$ cat src/sv/psfp_pkg.sv
// shared types and constants for the particle sensor frame parser
`timescale 1ns / 1ps
`default_nettype none

package psfp_pkg;

    // frame id bytes
    localparam logic [7:0] ID_SHORT = 8'h40;
    localparam logic [7:0] ID_LONG  = 8'h42;
    localparam logic [7:0] ID_NACK  = 8'h96;
    localparam logic [7:0] ID_ACK   = 8'hA5;

    // header bytes
    localparam logic [7:0] SHORT_LEN_BYTE  = 8'h05;
    localparam logic [7:0] SHORT_CMD_BYTE  = 8'h04;
    localparam logic [7:0] LONG_HDR_BYTE1  = 8'h4D;
    localparam logic [7:0] LONG_HDR_BYTE2  = 8'h00;
    localparam logic [7:0] LONG_HDR_BYTE3  = 8'd28;

    // frame kinds
    localparam logic [1:0] KIND_SHORT = 2'd0;
    localparam logic [1:0] KIND_LONG  = 2'd1;
    localparam logic [1:0] KIND_NACK  = 2'd2;
    localparam logic [1:0] KIND_ACK   = 2'd3;

    // byte positions
    localparam logic [4:0] POS_FIRST      = 5'd1;
    localparam logic [4:0] POS_SHORT_HDR2 = 5'd2;
    localparam logic [4:0] POS_SHORT_P25H = 5'd3;
    localparam logic [4:0] POS_SHORT_P25L = 5'd4;
    localparam logic [4:0] POS_SHORT_P10H = 5'd5;
    localparam logic [4:0] POS_SHORT_P10L = 5'd6;
    localparam logic [4:0] POS_SHORT_LAST = 5'd7;
    localparam logic [4:0] POS_LONG_HDR2  = 5'd2;
    localparam logic [4:0] POS_LONG_HDR3  = 5'd3;
    localparam logic [4:0] POS_LONG_P25H  = 5'd6;
    localparam logic [4:0] POS_LONG_P25L  = 5'd7;
    localparam logic [4:0] POS_LONG_P10H  = 5'd8;
    localparam logic [4:0] POS_LONG_P10L  = 5'd9;
    localparam logic [4:0] POS_LONG_SUMH  = 5'd30;
    localparam logic [4:0] POS_LONG_LAST  = 5'd31;

    // frame status codes
    localparam logic [2:0] ST_SHORT_OK  = 3'd0;
    localparam logic [2:0] ST_LONG_OK   = 3'd1;
    localparam logic [2:0] ST_MALFORMED = 3'd2;
    localparam logic [2:0] ST_SUM_BAD   = 3'd3;
    localparam logic [2:0] ST_ACK       = 3'd4;
    localparam logic [2:0] ST_ACK_BAD   = 3'd5;
    localparam logic [2:0] ST_NACK      = 3'd6;
    localparam logic [2:0] ST_NACK_BAD  = 3'd7;

    localparam logic REQ_BYTE    = 1'b0;
    localparam logic REQ_DISABLE = 1'b1;

    typedef struct packed {
        logic       req_type;
        logic [7:0] rx_byte;
    } t_item;

    typedef struct packed {
        logic        emit;
        logic [2:0]  frame_status;
        logic [15:0] pm25_reading;
        logic [15:0] pm10_reading;
        logic        reading_valid;
    } t_result;

endpackage

`default_nettype wire

$ cat src/sv/psfp_frame_engine.sv
// frame state, header and checksum checks, stored readings
`timescale 1ns / 1ps
`default_nettype none

module psfp_frame_engine
    import psfp_pkg::*;
(
    input  wire logic    i_clk,
    input  wire logic    i_rst_n,
    input  wire logic    i_step,
    input  wire t_item   i_item,
    output t_result      o_result
);

    logic [1:0]  r_kind,     n_kind;
    logic        r_active,   n_active;
    logic [4:0]  r_pos,      n_pos;
    logic [15:0] r_sum,      n_sum;
    logic        r_hdr_ok,   n_hdr_ok;
    logic [15:0] r_pm25_cap, n_pm25_cap;
    logic [15:0] r_pm10_cap, n_pm10_cap;
    logic [15:0] r_sum_rx,   n_sum_rx;
    logic [15:0] r_pm25,     n_pm25;
    logic [15:0] r_pm10,     n_pm10;
    logic        r_valid,    n_valid;

    logic [7:0]  w_b;
    logic        w_last;
    logic [2:0]  w_status;
    logic [7:0]  w_neg_sum;

    assign w_b = i_item.rx_byte;

    always_comb begin
        n_kind     = r_kind;
        n_active   = r_active;
        n_pos      = r_pos;
        n_sum      = r_sum;
        n_hdr_ok   = r_hdr_ok;
        n_pm25_cap = r_pm25_cap;
        n_pm10_cap = r_pm10_cap;
        n_sum_rx   = r_sum_rx;
        n_pm25     = r_pm25;
        n_pm10     = r_pm10;
        n_valid    = r_valid;
        w_last     = 1'b0;
        w_status   = ST_SHORT_OK;
        w_neg_sum  = 8'd0;

        if (i_item.req_type == REQ_DISABLE) begin
            n_valid = 1'b0;
        end else if (!r_active) begin
            case (w_b)
                ID_SHORT: begin n_kind = KIND_SHORT; n_active = 1'b1; end
                ID_LONG:  begin n_kind = KIND_LONG;  n_active = 1'b1; end
                ID_NACK:  begin n_kind = KIND_NACK;  n_active = 1'b1; end
                ID_ACK:   begin n_kind = KIND_ACK;   n_active = 1'b1; end
                default:  n_active = 1'b0;
            endcase
            if (n_active) begin
                n_pos    = POS_FIRST;
                n_sum    = {8'd0, w_b};
                n_hdr_ok = 1'b1;
            end
        end else begin
            case (r_kind)
                KIND_SHORT: begin
                    if (r_pos == POS_FIRST && w_b != SHORT_LEN_BYTE) n_hdr_ok = 1'b0;
                    if (r_pos == POS_SHORT_HDR2 && w_b != SHORT_CMD_BYTE) n_hdr_ok = 1'b0;
                    if (r_pos == POS_SHORT_P25H) n_pm25_cap = {w_b, r_pm25_cap[7:0]};
                    if (r_pos == POS_SHORT_P25L) n_pm25_cap = {r_pm25_cap[15:8], w_b};
                    if (r_pos == POS_SHORT_P10H) n_pm10_cap = {w_b, r_pm10_cap[7:0]};
                    if (r_pos == POS_SHORT_P10L) n_pm10_cap = {r_pm10_cap[15:8], w_b};
                    if (r_pos < POS_SHORT_LAST) n_sum = r_sum + {8'd0, w_b};
                    if (r_pos == POS_SHORT_LAST) n_sum_rx = {8'd0, w_b};
                    w_last = (r_pos == POS_SHORT_LAST);
                end
                KIND_LONG: begin
                    if (r_pos == POS_FIRST && w_b != LONG_HDR_BYTE1) n_hdr_ok = 1'b0;
                    if (r_pos == POS_LONG_HDR2 && w_b != LONG_HDR_BYTE2) n_hdr_ok = 1'b0;
                    if (r_pos == POS_LONG_HDR3 && w_b != LONG_HDR_BYTE3) n_hdr_ok = 1'b0;
                    if (r_pos == POS_LONG_P25H) n_pm25_cap = {w_b, r_pm25_cap[7:0]};
                    if (r_pos == POS_LONG_P25L) n_pm25_cap = {r_pm25_cap[15:8], w_b};
                    if (r_pos == POS_LONG_P10H) n_pm10_cap = {w_b, r_pm10_cap[7:0]};
                    if (r_pos == POS_LONG_P10L) n_pm10_cap = {r_pm10_cap[15:8], w_b};
                    if (r_pos < POS_LONG_SUMH) n_sum = r_sum + {8'd0, w_b};
                    if (r_pos == POS_LONG_SUMH) n_sum_rx = {w_b, 8'd0};
                    if (r_pos == POS_LONG_LAST) n_sum_rx = {r_sum_rx[15:8], w_b};
                    w_last = (r_pos == POS_LONG_LAST);
                end
                default: begin
                    // ack and nack frames end on their second byte
                    w_last = (r_pos == POS_FIRST);
                end
            endcase

            w_neg_sum = 8'd0 - n_sum[7:0];

            if (w_last) begin
                case (r_kind)
                    KIND_SHORT: begin
                        if (!n_hdr_ok) begin
                            w_status = ST_MALFORMED;
                        end else if (n_sum_rx != {8'd0, w_neg_sum}) begin
                            w_status = ST_SUM_BAD;
                        end else begin
                            w_status = ST_SHORT_OK;
                            n_pm25   = n_pm25_cap;
                            n_pm10   = n_pm10_cap;
                            n_valid  = 1'b1;
                        end
                    end
                    KIND_LONG: begin
                        if (!n_hdr_ok) begin
                            w_status = ST_MALFORMED;
                        end else if (n_sum_rx != n_sum) begin
                            w_status = ST_SUM_BAD;
                        end else begin
                            w_status = ST_LONG_OK;
                            n_pm25   = n_pm25_cap;
                            n_pm10   = n_pm10_cap;
                            n_valid  = 1'b1;
                        end
                    end
                    KIND_NACK: w_status = (w_b == ID_NACK) ? ST_NACK : ST_NACK_BAD;
                    default:   w_status = (w_b == ID_ACK) ? ST_ACK : ST_ACK_BAD;
                endcase
                // back to idle
                n_kind     = KIND_SHORT;
                n_active   = 1'b0;
                n_pos      = 5'd0;
                n_sum      = 16'd0;
                n_hdr_ok   = 1'b1;
                n_pm25_cap = 16'd0;
                n_pm10_cap = 16'd0;
                n_sum_rx   = 16'd0;
            end else begin
                n_pos = r_pos + 5'd1;
            end
        end
    end

    always_ff @(posedge i_clk) begin
        if (!i_rst_n) begin
            r_kind     <= KIND_SHORT;
            r_active   <= 1'b0;
            r_pos      <= 5'd0;
            r_sum      <= 16'd0;
            r_hdr_ok   <= 1'b1;
            r_pm25_cap <= 16'd0;
            r_pm10_cap <= 16'd0;
            r_sum_rx   <= 16'd0;
            r_pm25     <= 16'd0;
            r_pm10     <= 16'd0;
            r_valid    <= 1'b0;
        end else if (i_step) begin
            r_kind     <= n_kind;
            r_active   <= n_active;
            r_pos      <= n_pos;
            r_sum      <= n_sum;
            r_hdr_ok   <= n_hdr_ok;
            r_pm25_cap <= n_pm25_cap;
            r_pm10_cap <= n_pm10_cap;
            r_sum_rx   <= n_sum_rx;
            r_pm25     <= n_pm25;
            r_pm10     <= n_pm10;
            r_valid    <= n_valid;
        end
    end

    assign o_result.emit          = w_last;
    assign o_result.frame_status  = w_status;
    assign o_result.pm25_reading  = n_pm25;
    assign o_result.pm10_reading  = n_pm10;
    assign o_result.reading_valid = n_valid;

endmodule

`default_nettype wire

$ cat src/sv/particle_sensor_frame_parser_core.sv
// top level: input register, frame engine, result register
// path: a request waits in the input register until the frame engine can step, then its status is registered
// throughput: one request per cycle while the result register is not stalled, set by the single-pass frame engine
// a status result appears only on the last byte of a frame
// reset (synchronous, active low) returns the engine to idle with stored readings zero and not valid
`timescale 1ns / 1ps
`default_nettype none

module particle_sensor_frame_parser_core
    import psfp_pkg::*;
(
    input  wire logic        i_clk,
    input  wire logic        i_rst_n,
    input  wire logic        i_in_valid,
    output logic             o_in_ready,
    input  wire logic        i_req_type,
    input  wire logic [7:0]  i_rx_byte,
    output logic             o_out_valid,
    input  wire logic        i_out_ready,
    output logic [2:0]       o_frame_status,
    output logic [15:0]      o_pm25_reading,
    output logic [15:0]      o_pm10_reading,
    output logic             o_reading_valid
);

    logic        r_in_valid;
    t_item       r_in;
    logic        r_out_valid;
    logic [2:0]  r_status;
    logic [15:0] r_pm25;
    logic [15:0] r_pm10;
    logic        r_rd_valid;

    logic        w_fire;
    t_result     w_result;

    // engine steps when the result register is free or being emptied
    assign w_fire     = r_in_valid && (!r_out_valid || i_out_ready);
    assign o_in_ready = !r_in_valid || w_fire;

    always_ff @(posedge i_clk) begin
        if (!i_rst_n) begin
            r_in_valid <= 1'b0;
        end else if (o_in_ready) begin
            r_in_valid <= i_in_valid;
        end
    end

    always_ff @(posedge i_clk) begin
        if (o_in_ready && i_in_valid) begin
            r_in.req_type <= i_req_type;
            r_in.rx_byte  <= i_rx_byte;
        end
    end

    psfp_frame_engine u_engine (
        .i_clk    (i_clk),
        .i_rst_n  (i_rst_n),
        .i_step   (w_fire),
        .i_item   (r_in),
        .o_result (w_result)
    );

    always_ff @(posedge i_clk) begin
        if (!i_rst_n) begin
            r_out_valid <= 1'b0;
        end else if (w_fire && w_result.emit) begin
            r_out_valid <= 1'b1;
        end else if (i_out_ready) begin
            r_out_valid <= 1'b0;
        end
    end

    always_ff @(posedge i_clk) begin
        if (w_fire && w_result.emit) begin
            r_status   <= w_result.frame_status;
            r_pm25     <= w_result.pm25_reading;
            r_pm10     <= w_result.pm10_reading;
            r_rd_valid <= w_result.reading_valid;
        end
    end

    assign o_out_valid     = r_out_valid;
    assign o_frame_status  = r_status;
    assign o_pm25_reading  = r_pm25;
    assign o_pm10_reading  = r_pm10;
    assign o_reading_valid = r_rd_valid;

    // a held request is not consumed while the result register is stalled
    a_hold_when_stalled: assert property (@(posedge i_clk) disable iff (!i_rst_n)
        (r_in_valid && r_out_valid && !i_out_ready) |=> r_in_valid)
        else $error("request consumed while result stalled");

    // every emitted status lands in the result register
    a_emit_lands: assert property (@(posedge i_clk) disable iff (!i_rst_n)
        (w_fire && w_result.emit) |=> r_out_valid)
        else $error("emitted status lost");

    // a good reading status always comes with the valid flag set
    a_ok_sets_valid: assert property (@(posedge i_clk) disable iff (!i_rst_n)
        (r_out_valid && (r_status == ST_SHORT_OK || r_status == ST_LONG_OK))
        |-> r_rd_valid)
        else $error("good frame without valid reading");

    // a disable request never produces a status
    a_disable_silent: assert property (@(posedge i_clk) disable iff (!i_rst_n)
        (w_fire && r_in.req_type == REQ_DISABLE) |-> !w_result.emit)
        else $error("disable request produced a status");

endmodule

`default_nettype wire

$ cat config.mk
export PLATFORM = sky130hd
export DESIGN_NAME = particle_sensor_frame_parser_core
export DESIGN_NICKNAME = d
export VERILOG_FILES = /design/src/sv/psfp_pkg.sv /design/src/sv/psfp_frame_engine.sv /design/src/sv/particle_sensor_frame_parser_core.sv
export SDC_FILE = /design/constraint.sdc
export NUM_CORES = 1
export LEC_CHECK = 0
export ABC_CLOCK_PERIOD_IN_PS = 7400
export BUFFER_PORTS_ARGS = -buffer_cell sky130_fd_sc_hd__buf_2
export CORE_MARGIN = 5
export CORE_UTILIZATION = 55
export CTS_CLUSTER_SIZE = 30
export DETAILED_ROUTE_END_ITERATION = 8
export PLACE_DENSITY = 0.73
export SYNTH_ARGS = -nofsm -noshare
export SYNTH_HDL_FRONTEND = slang
export SYNTH_HIERARCHICAL = 1
export SYNTH_SLANG_ARGS = --single-unit
$ cat constraint.sdc
create_clock -name i_clk -period 7.4 [get_ports i_clk]
set_clock_uncertainty 0.2 [all_clocks]
set_input_delay 0.37 -clock i_clk [delete_from_list [all_inputs] [get_ports i_clk]]
set_output_delay 0.37 -clock i_clk [all_outputs]
set_load 0.005 [all_outputs]
==> results of run 1 <==
worst max-delay path by stage:
stage / endpoint / cells after the start / slack (ns) / startpoint
2_1_floorplan: o_pm25_reading[6]$_DFFE_PP_ / 14 / 3.22 / r_in[1]$_DFFE_PP_
3_3_place_gp: o_pm25_reading[6]$_DFFE_PP_ / 11 / 1.94 / r_in[1]$_DFFE_PP_
3_5_place_dp: o_pm25_reading[8]$_DFFE_PP_ / 11 / 1.77 / r_in[1]$_DFFE_PP_
4_1_cts: o_pm25_reading[7]$_DFFE_PP_ / 11 / 1.73 / r_in[1]$_DFFE_PP_
5_1_grt: o_pm25_reading[6]$_DFFE_PP_ / 12 / 1.39 / r_in[1]$_DFFE_PP_
6_report: o_pm25_reading[7]$_DFFE_PP_ / 11 / 1.72 / r_in[1]$_DFFE_PP_
stage by stage:
stage               hold slack (ns)    util  area [sq um]
detailed placement           0.2450  0.5801          8432
finish                      0.09945  0.6266          9107
CTS                         0.06828  0.6266          9107
floorplan                    0.2313       -          8137
global placement             0.2408  0.5801          8432
global route                 0.1200  0.6266          9107
worst register-to-register path: stages (launching register included):
cell and delay, ns:
edfxtp_1 0.62, clkinv_1 0.49, fa_1 0.58, nand2b_1 0.18
a21oi_1 0.28, o31ai_1 0.18, a31oi_1 0.31, xnor2_1 0.16
or4b_1 0.56, o32ai_2 0.30, nand3_2 0.87, mux2_1 0.68
cell usage in the layout (no fill, tap or decap), types with 4 or more instances in the layout:
cell / netlist / final
clkbuf_16: 0 / 17
nand4_1: 11 / 11
xnor2_1: 16 / 16
o21ai_0: 42 / 42
inv_1: 42 / 42
mux2_2: 6 / 6
nor2b_1: 50 / 50
xor2_1: 10 / 10
or4_1: 5 / 5
nor3_1: 28 / 28
edfxtp_1: 45 / 45
buf_4: 4 / 5
a31oi_1: 14 / 14
or3_1: 6 / 6
nor2_1: 41 / 40
dfxtp_1: 108 / 108
and2_1: 22 / 22
mux2i_1: 53 / 53
nand2b_1: 4 / 4
nand3_1: 16 / 16
dlygate4sd3_1: 0 / 10
ha_1: 14 / 14
a21oi_1: 39 / 39
a21boi_0: 4 / 4
mux2_1: 4 / 4
o211a_1: 4 / 4
a22oi_1: 37 / 37
buf_2: 11 / 50
nand2_1: 103 / 103
o22ai_1: 28 / 28
and3_1: 15 / 15
routing by layer:
metal  up-vias  wire length (um)  global-route usage
met5         -                 0                   0
met3        32              1409             0.04434
li1       3288                 -                   -
met2       280              9224              0.3536
met1      3263              9784              0.3432
met4         0               428             0.08914
state kept, by name, summed over array words and instances (netlist names), 3 cells and up:
signal and cells:
o_frame_status 3, o_pm10_reading 16, o_pm25_reading 16, r_in 9
u_engine/r_pm10 16, u_engine/r_pm10_cap 16, u_engine/r_pm25 16, u_engine/r_pm25_cap 16
u_engine/r_pos 5, u_engine/r_sum 16, u_engine/r_sum_rx 16
power by group:
| group | switching (mW) | internal (mW) | total (mW) |
|---|---|---|---|
| Sequential | 0.0126 | 0.862 | 0.875 |
| Clock | 0.354 | 0.498 | 0.853 |
| Combinational | 0.0363 | 0.0250 | 0.0613 |
| Total | 0.403 | 1.39 | 1.79 |
cells by family (layout without fill, tap and decap cells):
family,count (synthesis),after routing,synth area share
and+or+nand+nor,330,330,0.2122
DFF,153,153,0.4318
muxes,65,65,0.08258
AOI/OAI and AO/OA,207,207,0.1681
adders and majority gates,15,15,0.02399
xor gates and xnor gates,27,27,0.03075
buffers and inverters,102,143,0.05059
final cells by class:
| cell class | count | share of cell area |
|---|---|---|
| multi-input combinational | 644 | 0.4642 |
| sequential | 153 | 0.3858 |
| clock buffer | 19 | 0.04753 |
| timing repair buffer | 65 | 0.04259 |
| tap | 184 | 0.02528 |
| inverter | 46 | 0.01896 |
| clock inverter | 13 | 0.01566 |
==> impl_metrics.csv, run 1 <==
group,metric,value,unit
logic_synthesis,synth_top_cell_by_area,"dfxtp_1",
timing,slew_headroom,0.2372,
route,via_count,6863,
logic_synthesis,synth_edf_count,45,
timing,tns,0,ns
route,post-route-drc-count,0,
global_route,grt_overflow_total,0,
timing,fmax,176.1,MHz
worst_setup_path,crit_type,"flop to flop",
route,vias_per_cell,6.106,
placed_design,dp.final_hpwl,13.64,mm
floorplanning,die_h,131.6,um
clock_tree,clock-sinks,153,
route,wl_per_cell,18.55,um
worst_setup_path,crit_family,"simple AND/OR/NAND/NOR gates",
clock_tree,clk_pin_slew,0.06,ns
timing,period_needed,5.680,ns
floorplanning,die_area,17330,sq um
route,first_iter_violations,777,
worst_setup_path,arrival,5.65,ns
cells_and_area,seqCellArea,3513,sq um
worst_setup_path,cp_data_required_time,7.37,ns
worst_setup_path,cp_max_fo,33,
logic_synthesis,synthTopCellsByCount,"108 x dfxtp_1, 103 x nand2_1, 53 x mux2i_1",
floorplanning,fp-row-count,44,
timing,fin_crit_sh,0.7675,
cells_and_area,multi_input_area,4228,sq um
worst_setup_path,critPathSlowestCell,"nand3_2",
logic_synthesis,ys_ff_latch,153,
cells_and_area,drive_gt1_frac,0.1181,
logic_synthesis,syn_inst,899,
timing,worst_slew_pin_slew,1.141,ns
timing,rsz0062_at_grt,"false",
floorplanning,initial_core_util,0.5598,
logic_synthesis,synth_fp_nets,927,
run_status,status,"finished clean",
worst_hold_path,hold_start,"i_out_ready",
global_route,grt_max_degree,63,
route,drt_wl_total,20.85,mm
placed_design,gp_congestion,0.9093,
placed_design,port_buffers,50,
power_and_ir_drop,total_power,1.789,mW
worst_setup_path,path_buf_inv,1,
worst_setup_path,r2r_end,"o_pm25_reading[7]$_DFFE_PP_",
placed_design,dp_cells,1082,
timing,setup-violations-final,0,
logic_synthesis,yosysMostFrequentCell,"dfxtp_1",
cells_and_area,area_delta_synth_final,11.93,%
floorplanning,ios,51,
cells_and_area,nets,955,
clock_tree,insertion_delay,0.43,ns
clock_tree,cts-root-buf,"clkbuf_16",
clock_tree,cts_tree,"built",
worst_setup_path,regToRegSetupSlack,1.72,ns
timing,worst_slack,1.720,ns
global_route,grt_pass1_wl,33.62,mm
logic_synthesis,yosysWarningCount,6,
worst_setup_path,worst_r2r_path_depth,11,
floorplanning,die_w,131.6,um
clock_tree,cts_resized,0,
flow_run,maxCapViolCount,0,
timing,slew_viol_final,0,
logic_synthesis,syn_area,8137,sq um
power_and_ir_drop,p_leak,3.350,nW
clock_tree,cts_buffer_depth,2,
clock_tree,htree_num_levels,4,
worst_hold_path,worstHoldEndpoint,"o_out_valid$_SDFFE_PN0P_",
global_route,first_global_vias,6453,
logic_synthesis,synth_top_area_share,0.2657,
cells_and_area,nFillCells,1245,
floorplanning,fp.coreArea,14530,sq um
worst_hold_path,min_path_cells,3,
worst_setup_path,critPathMaxStageDelay,0.87,ns
timing,hold_violations,0,
cells_and_area,diodes,0,
clock_tree,postCtsHoldBufs,10,
power_and_ir_drop,cellPowerDensity,196.4,nW/um^2
global_route,track_usage,0.2372,
power_and_ir_drop,ir_drop,0.1585,mV
logic_synthesis,yosys-top-cells-area,"dfxtp_1 27%, edfxtp_1 17%, mux2i_1 6.5%",
logic_synthesis,synth.distinct_cells,81,
worst_setup_path,crit_chain,"clkinv_1 -> fa_1 -> nand2b_1 -> a21oi_1 -> o31ai_1 -> a31oi_1 -> xnor2_1 -> or4b_1 -> o32ai_2 -> nand3_2 -> mux2_1",
worst_setup_path,start_kind,"flop",
logic_synthesis,syn_area_per_cell,9.051,sq um
route,ant_nets,0,
route,firstDrtPassIters,5,
global_route,antenna_found_initial,0,
clock_tree,postCtsSetupRepairBufs,0,
worst_hold_path,hold_path_class,"input port to flop",
worst_setup_path,timing.rr.start,"r_in[1]$_DFFE_PP_",
cells_and_area,stdcell_count,1124,
placed_design,pre_cts_slack,1.772,ns
logic_synthesis,synth_ff_type,"dfxtp_1",
logic_synthesis,ys_seq_area_frac,0.4318,
worst_setup_path,endpoint_kind,"flop",
clock_tree,cts_buffers,17,
logic_synthesis,async_reset_ff_frac,0,
(Power assumes the default switching activity.)
==> run 2: changes to the inputs <==
ABC_CLOCK_PERIOD_IN_PS = 5150   (was 7400)
PLACE_DENSITY = 0.76   (was 0.73)
clock period = 5.15 ns   (was 7.4 ns; I/O delays follow)
==> run 2 against run 1 <==
Against the previous run:
- final cell count grew 1.7%
- combinational power grew 79%
- non-clock buffer count grew 19
- global-route usage shrank 0.18 points
- first-iteration DRC count shrank 3.9%
- via count is essentially flat
- largest cell class unchanged
- total power grew 48%
- critical path type unchanged
- clock-buffer cell count grew 1
==> impl_metrics.csv, run 2 (synthesis results as in run 1) <==
group,metric,value,unit
run_status,status,"finished clean",
flow_run,maxCapViolCount,0,
worst_setup_path,worst_r2r_path_depth,14,
route,via_count,6865,
timing,fin_hold_ws,0.2536,ns
cells_and_area,diodes,0,
placed_design,gp_congestion,0.9366,
route,wl_per_cell,18.10,um
worst_setup_path,path_buf_inv,1,
power_and_ir_drop,p_clk_frac,0.487,
worst_setup_path,regToRegSetupSlack,0.39,ns
clock_tree,cts_buffers,17,
route,vias_per_cell,6.006,
global_route,grt_max_degree,53,
floorplanning,initial_core_util,0.5598,
floorplanning,fp-row-count,44,
timing,tns,0,ns
cells_and_area,final_cell_area,9289,sq um
clock_tree,postCtsSetupRepairBufs,0,
worst_setup_path,cp_data_required_time,5.12,ns
cells_and_area,area_delta_synth_final,14.16,%
cells_and_area,final_cell_mix,"108 x dfxtp_1, 103 x nand2_1, 53 x mux2i_1",
power_and_ir_drop,ir_drop,0.1952,mV
worst_setup_path,cp_max_fo,15,
global_route,antenna_found_initial,0,
global_route,track_usage,0.2355,
timing,hold_violations,0,
worst_setup_path,crit_chain,"ha_1 -> and3_1 -> ha_1 -> nand3b_1 -> or4_1 -> a31oi_1 -> nand4_1 -> nor3_1 -> nand3_1 -> or4_1 -> o32ai_2 -> nand3_4 -> buf_4 -> mux2i_1",
route,first_iter_violations,747,
timing,fin_crit_sh,0.9246,
timing,setup-violations-final,0,
timing,worst_slew_pin_slew,1.007,ns
floorplanning,ios,51,
power_and_ir_drop,p_seq_frac,0.471,
clock_tree,htree_num_levels,4,
cells_and_area,drive_gt1_frac,0.1345,
route,firstDrtPassIters,5,
cells_and_area,layout_commonest_cell,"dfxtp_1",
timing,worst_slack,0.3884,ns
global_route,grt_overflow_total,0,
floorplanning,die_w,131.6,um
route,post-route-drc-count,0,
worst_setup_path,start_kind,"flop",
timing,slew_viol_final,0,
placed_design,dpl-instance-area,8559,sq um
floorplanning,die_h,131.6,um
timing,fmax,210.0,MHz
worst_hold_path,worstHoldEndpoint,"u_engine/r_pm10[15]$_SDFFE_PN0P_",
timing,period_needed,4.762,ns
worst_hold_path,min_path_cells,2,
timing,rsz0062_at_grt,"false",
clock_tree,clk_pin_slew,0.07,ns
timing,slew_headroom,0.3267,
clock_tree,cts-root-buf,"clkbuf_16",
placed_design,dp.final_hpwl,13.69,mm
worst_setup_path,critPathMaxStageDelay,0.60,ns
placed_design,pre_cts_slack,0.3068,ns
worst_hold_path,hold_start,"u_engine/r_pm10[15]$_SDFFE_PN0P_",
cells_and_area,fin_util,0.6391,
power_and_ir_drop,p_leak,3.459,nW
route,drt_wl_total,20.69,mm
power_and_ir_drop,pwr-share-comb,0.042,
power_and_ir_drop,switchingPower,591.0,uW
worst_setup_path,endpoint_kind,"flop",
worst_setup_path,arrival,4.73,ns
floorplanning,fp.coreArea,14530,sq um
clock_tree,clock-sinks,153,
clock_tree,insertion_delay,0.43,ns
cells_and_area,nFillCells,1237,
power_and_ir_drop,total_power,2.642,mW
worst_hold_path,hold_path_class,"flop to flop",
worst_setup_path,timing.rr.start,"u_engine/r_pos[1]$_SDFFE_PN0P_",
worst_setup_path,r2r_end,"o_pm25_reading[0]$_DFFE_PP_",
worst_setup_path,crit_family,"simple AND/OR/NAND/NOR gates",
clock_tree,cts_tree,"built",
clock_tree,cts_buffer_depth,2,
route,ant_nets,0,
power_and_ir_drop,cellPowerDensity,284.4,nW/um^2
placed_design,port_buffers,50,
placed_design,dp_cells,1099,
power_and_ir_drop,p_sw_frac,0.2237,
cells_and_area,nets,974,
worst_setup_path,critPathSlowestCell,"or4_1",
cells_and_area,stdcell_count,1143,
power_and_ir_drop,internal_power,2.051,mW
worst_setup_path,crit_type,"flop to flop",
floorplanning,die_area,17330,sq um
global_route,first_global_vias,6443,
global_route,grt_pass1_wl,33.53,mm
==> run 2: changes by cell type in the layout (fill, tap and decap cells not counted), sizes merged <==
cell         previous run  this run
clkinv                  6         5
buf                    55        72
bufinv                  2         3
clkinvlp                3         2
dlygate4sd3            10        12
clkbuf                 19        20
==> run 2: layout make-up <==
| type | count | area [sq um] | area share |
|---|---|---|---|
| sequential | 153 | 3513 | 0.3782 |
| timing repair buffer | 84 | 535.5 | 0.05765 |
| multi-input combinational | 644 | 4235 | 0.4560 |
| clock inverter | 12 | 165.2 | 0.01778 |
| tap | 184 | 230.2 | 0.02478 |
| inverter | 46 | 172.7 | 0.01859 |
| clock buffer | 20 | 436.7 | 0.04701 |
==> run 2: how the worst max path moves through the flow <==
stage,start,end,slack (ns),cells past startpoint
after detailed placement,u_engine/r_pos[1]$_SDFFE_PN0P_,o_pm10_reading[9]$_DFFE_PP_,0.31,14
after floorplan,r_in[1]$_DFFE_PP_,o_pm25_reading[6]$_DFFE_PP_,0.97,14
final,u_engine/r_pos[1]$_SDFFE_PN0P_,o_pm25_reading[0]$_DFFE_PP_,0.39,14
after global placement,u_engine/r_pos[0]$_SDFFE_PN0P_,o_pm25_reading[3]$_DFFE_PP_,0.45,14
after CTS,u_engine/r_pos[1]$_SDFFE_PN0P_,o_pm25_reading[0]$_DFFE_PP_,0.30,14
after global routing,u_engine/r_pos[1]$_SDFFE_PN0P_,o_pm25_reading[0]$_DFFE_PP_,0.16,14
==> run 2: what timing repair did <==
action / in CTS / in global routing
resized for setup: 0 / 1
hold buffers: 12 / 0
hold endpoints to repair: 11 / 0
setup endpoints to repair: 0 / 2
==> run 2: worst min-delay path: cells and delay by family (launching register included) <==
kind,cells,cell delay (ns)
DFF,1,0.31
and+or+nand+nor,1,0.05
muxes,1,0.05
==> run 2: layer usage <==
metal | global-route usage | part of all wire | vias to the layer above
met5 | 0 | 0 | -
met4 | 0.09257 | 0.022 | 0
met3 | 0.04472 | 0.068 | 34
met2 | 0.3544 | 0.44 | 267
met1 | 0.3354 | 0.47 | 3236
li1 | - | - | 3328
==> run 2: power groups by stage <==
stage	sequential, mW	clock [mW]	combinational (mW)
floorplan	1.27	0	0.0663
global placement	1.27	0	0.0989
detailed placement	1.27	0	0.100
CTS	1.24	1.30	0.107
global route	1.24	1.35	0.119
finish	1.25	1.29	0.110
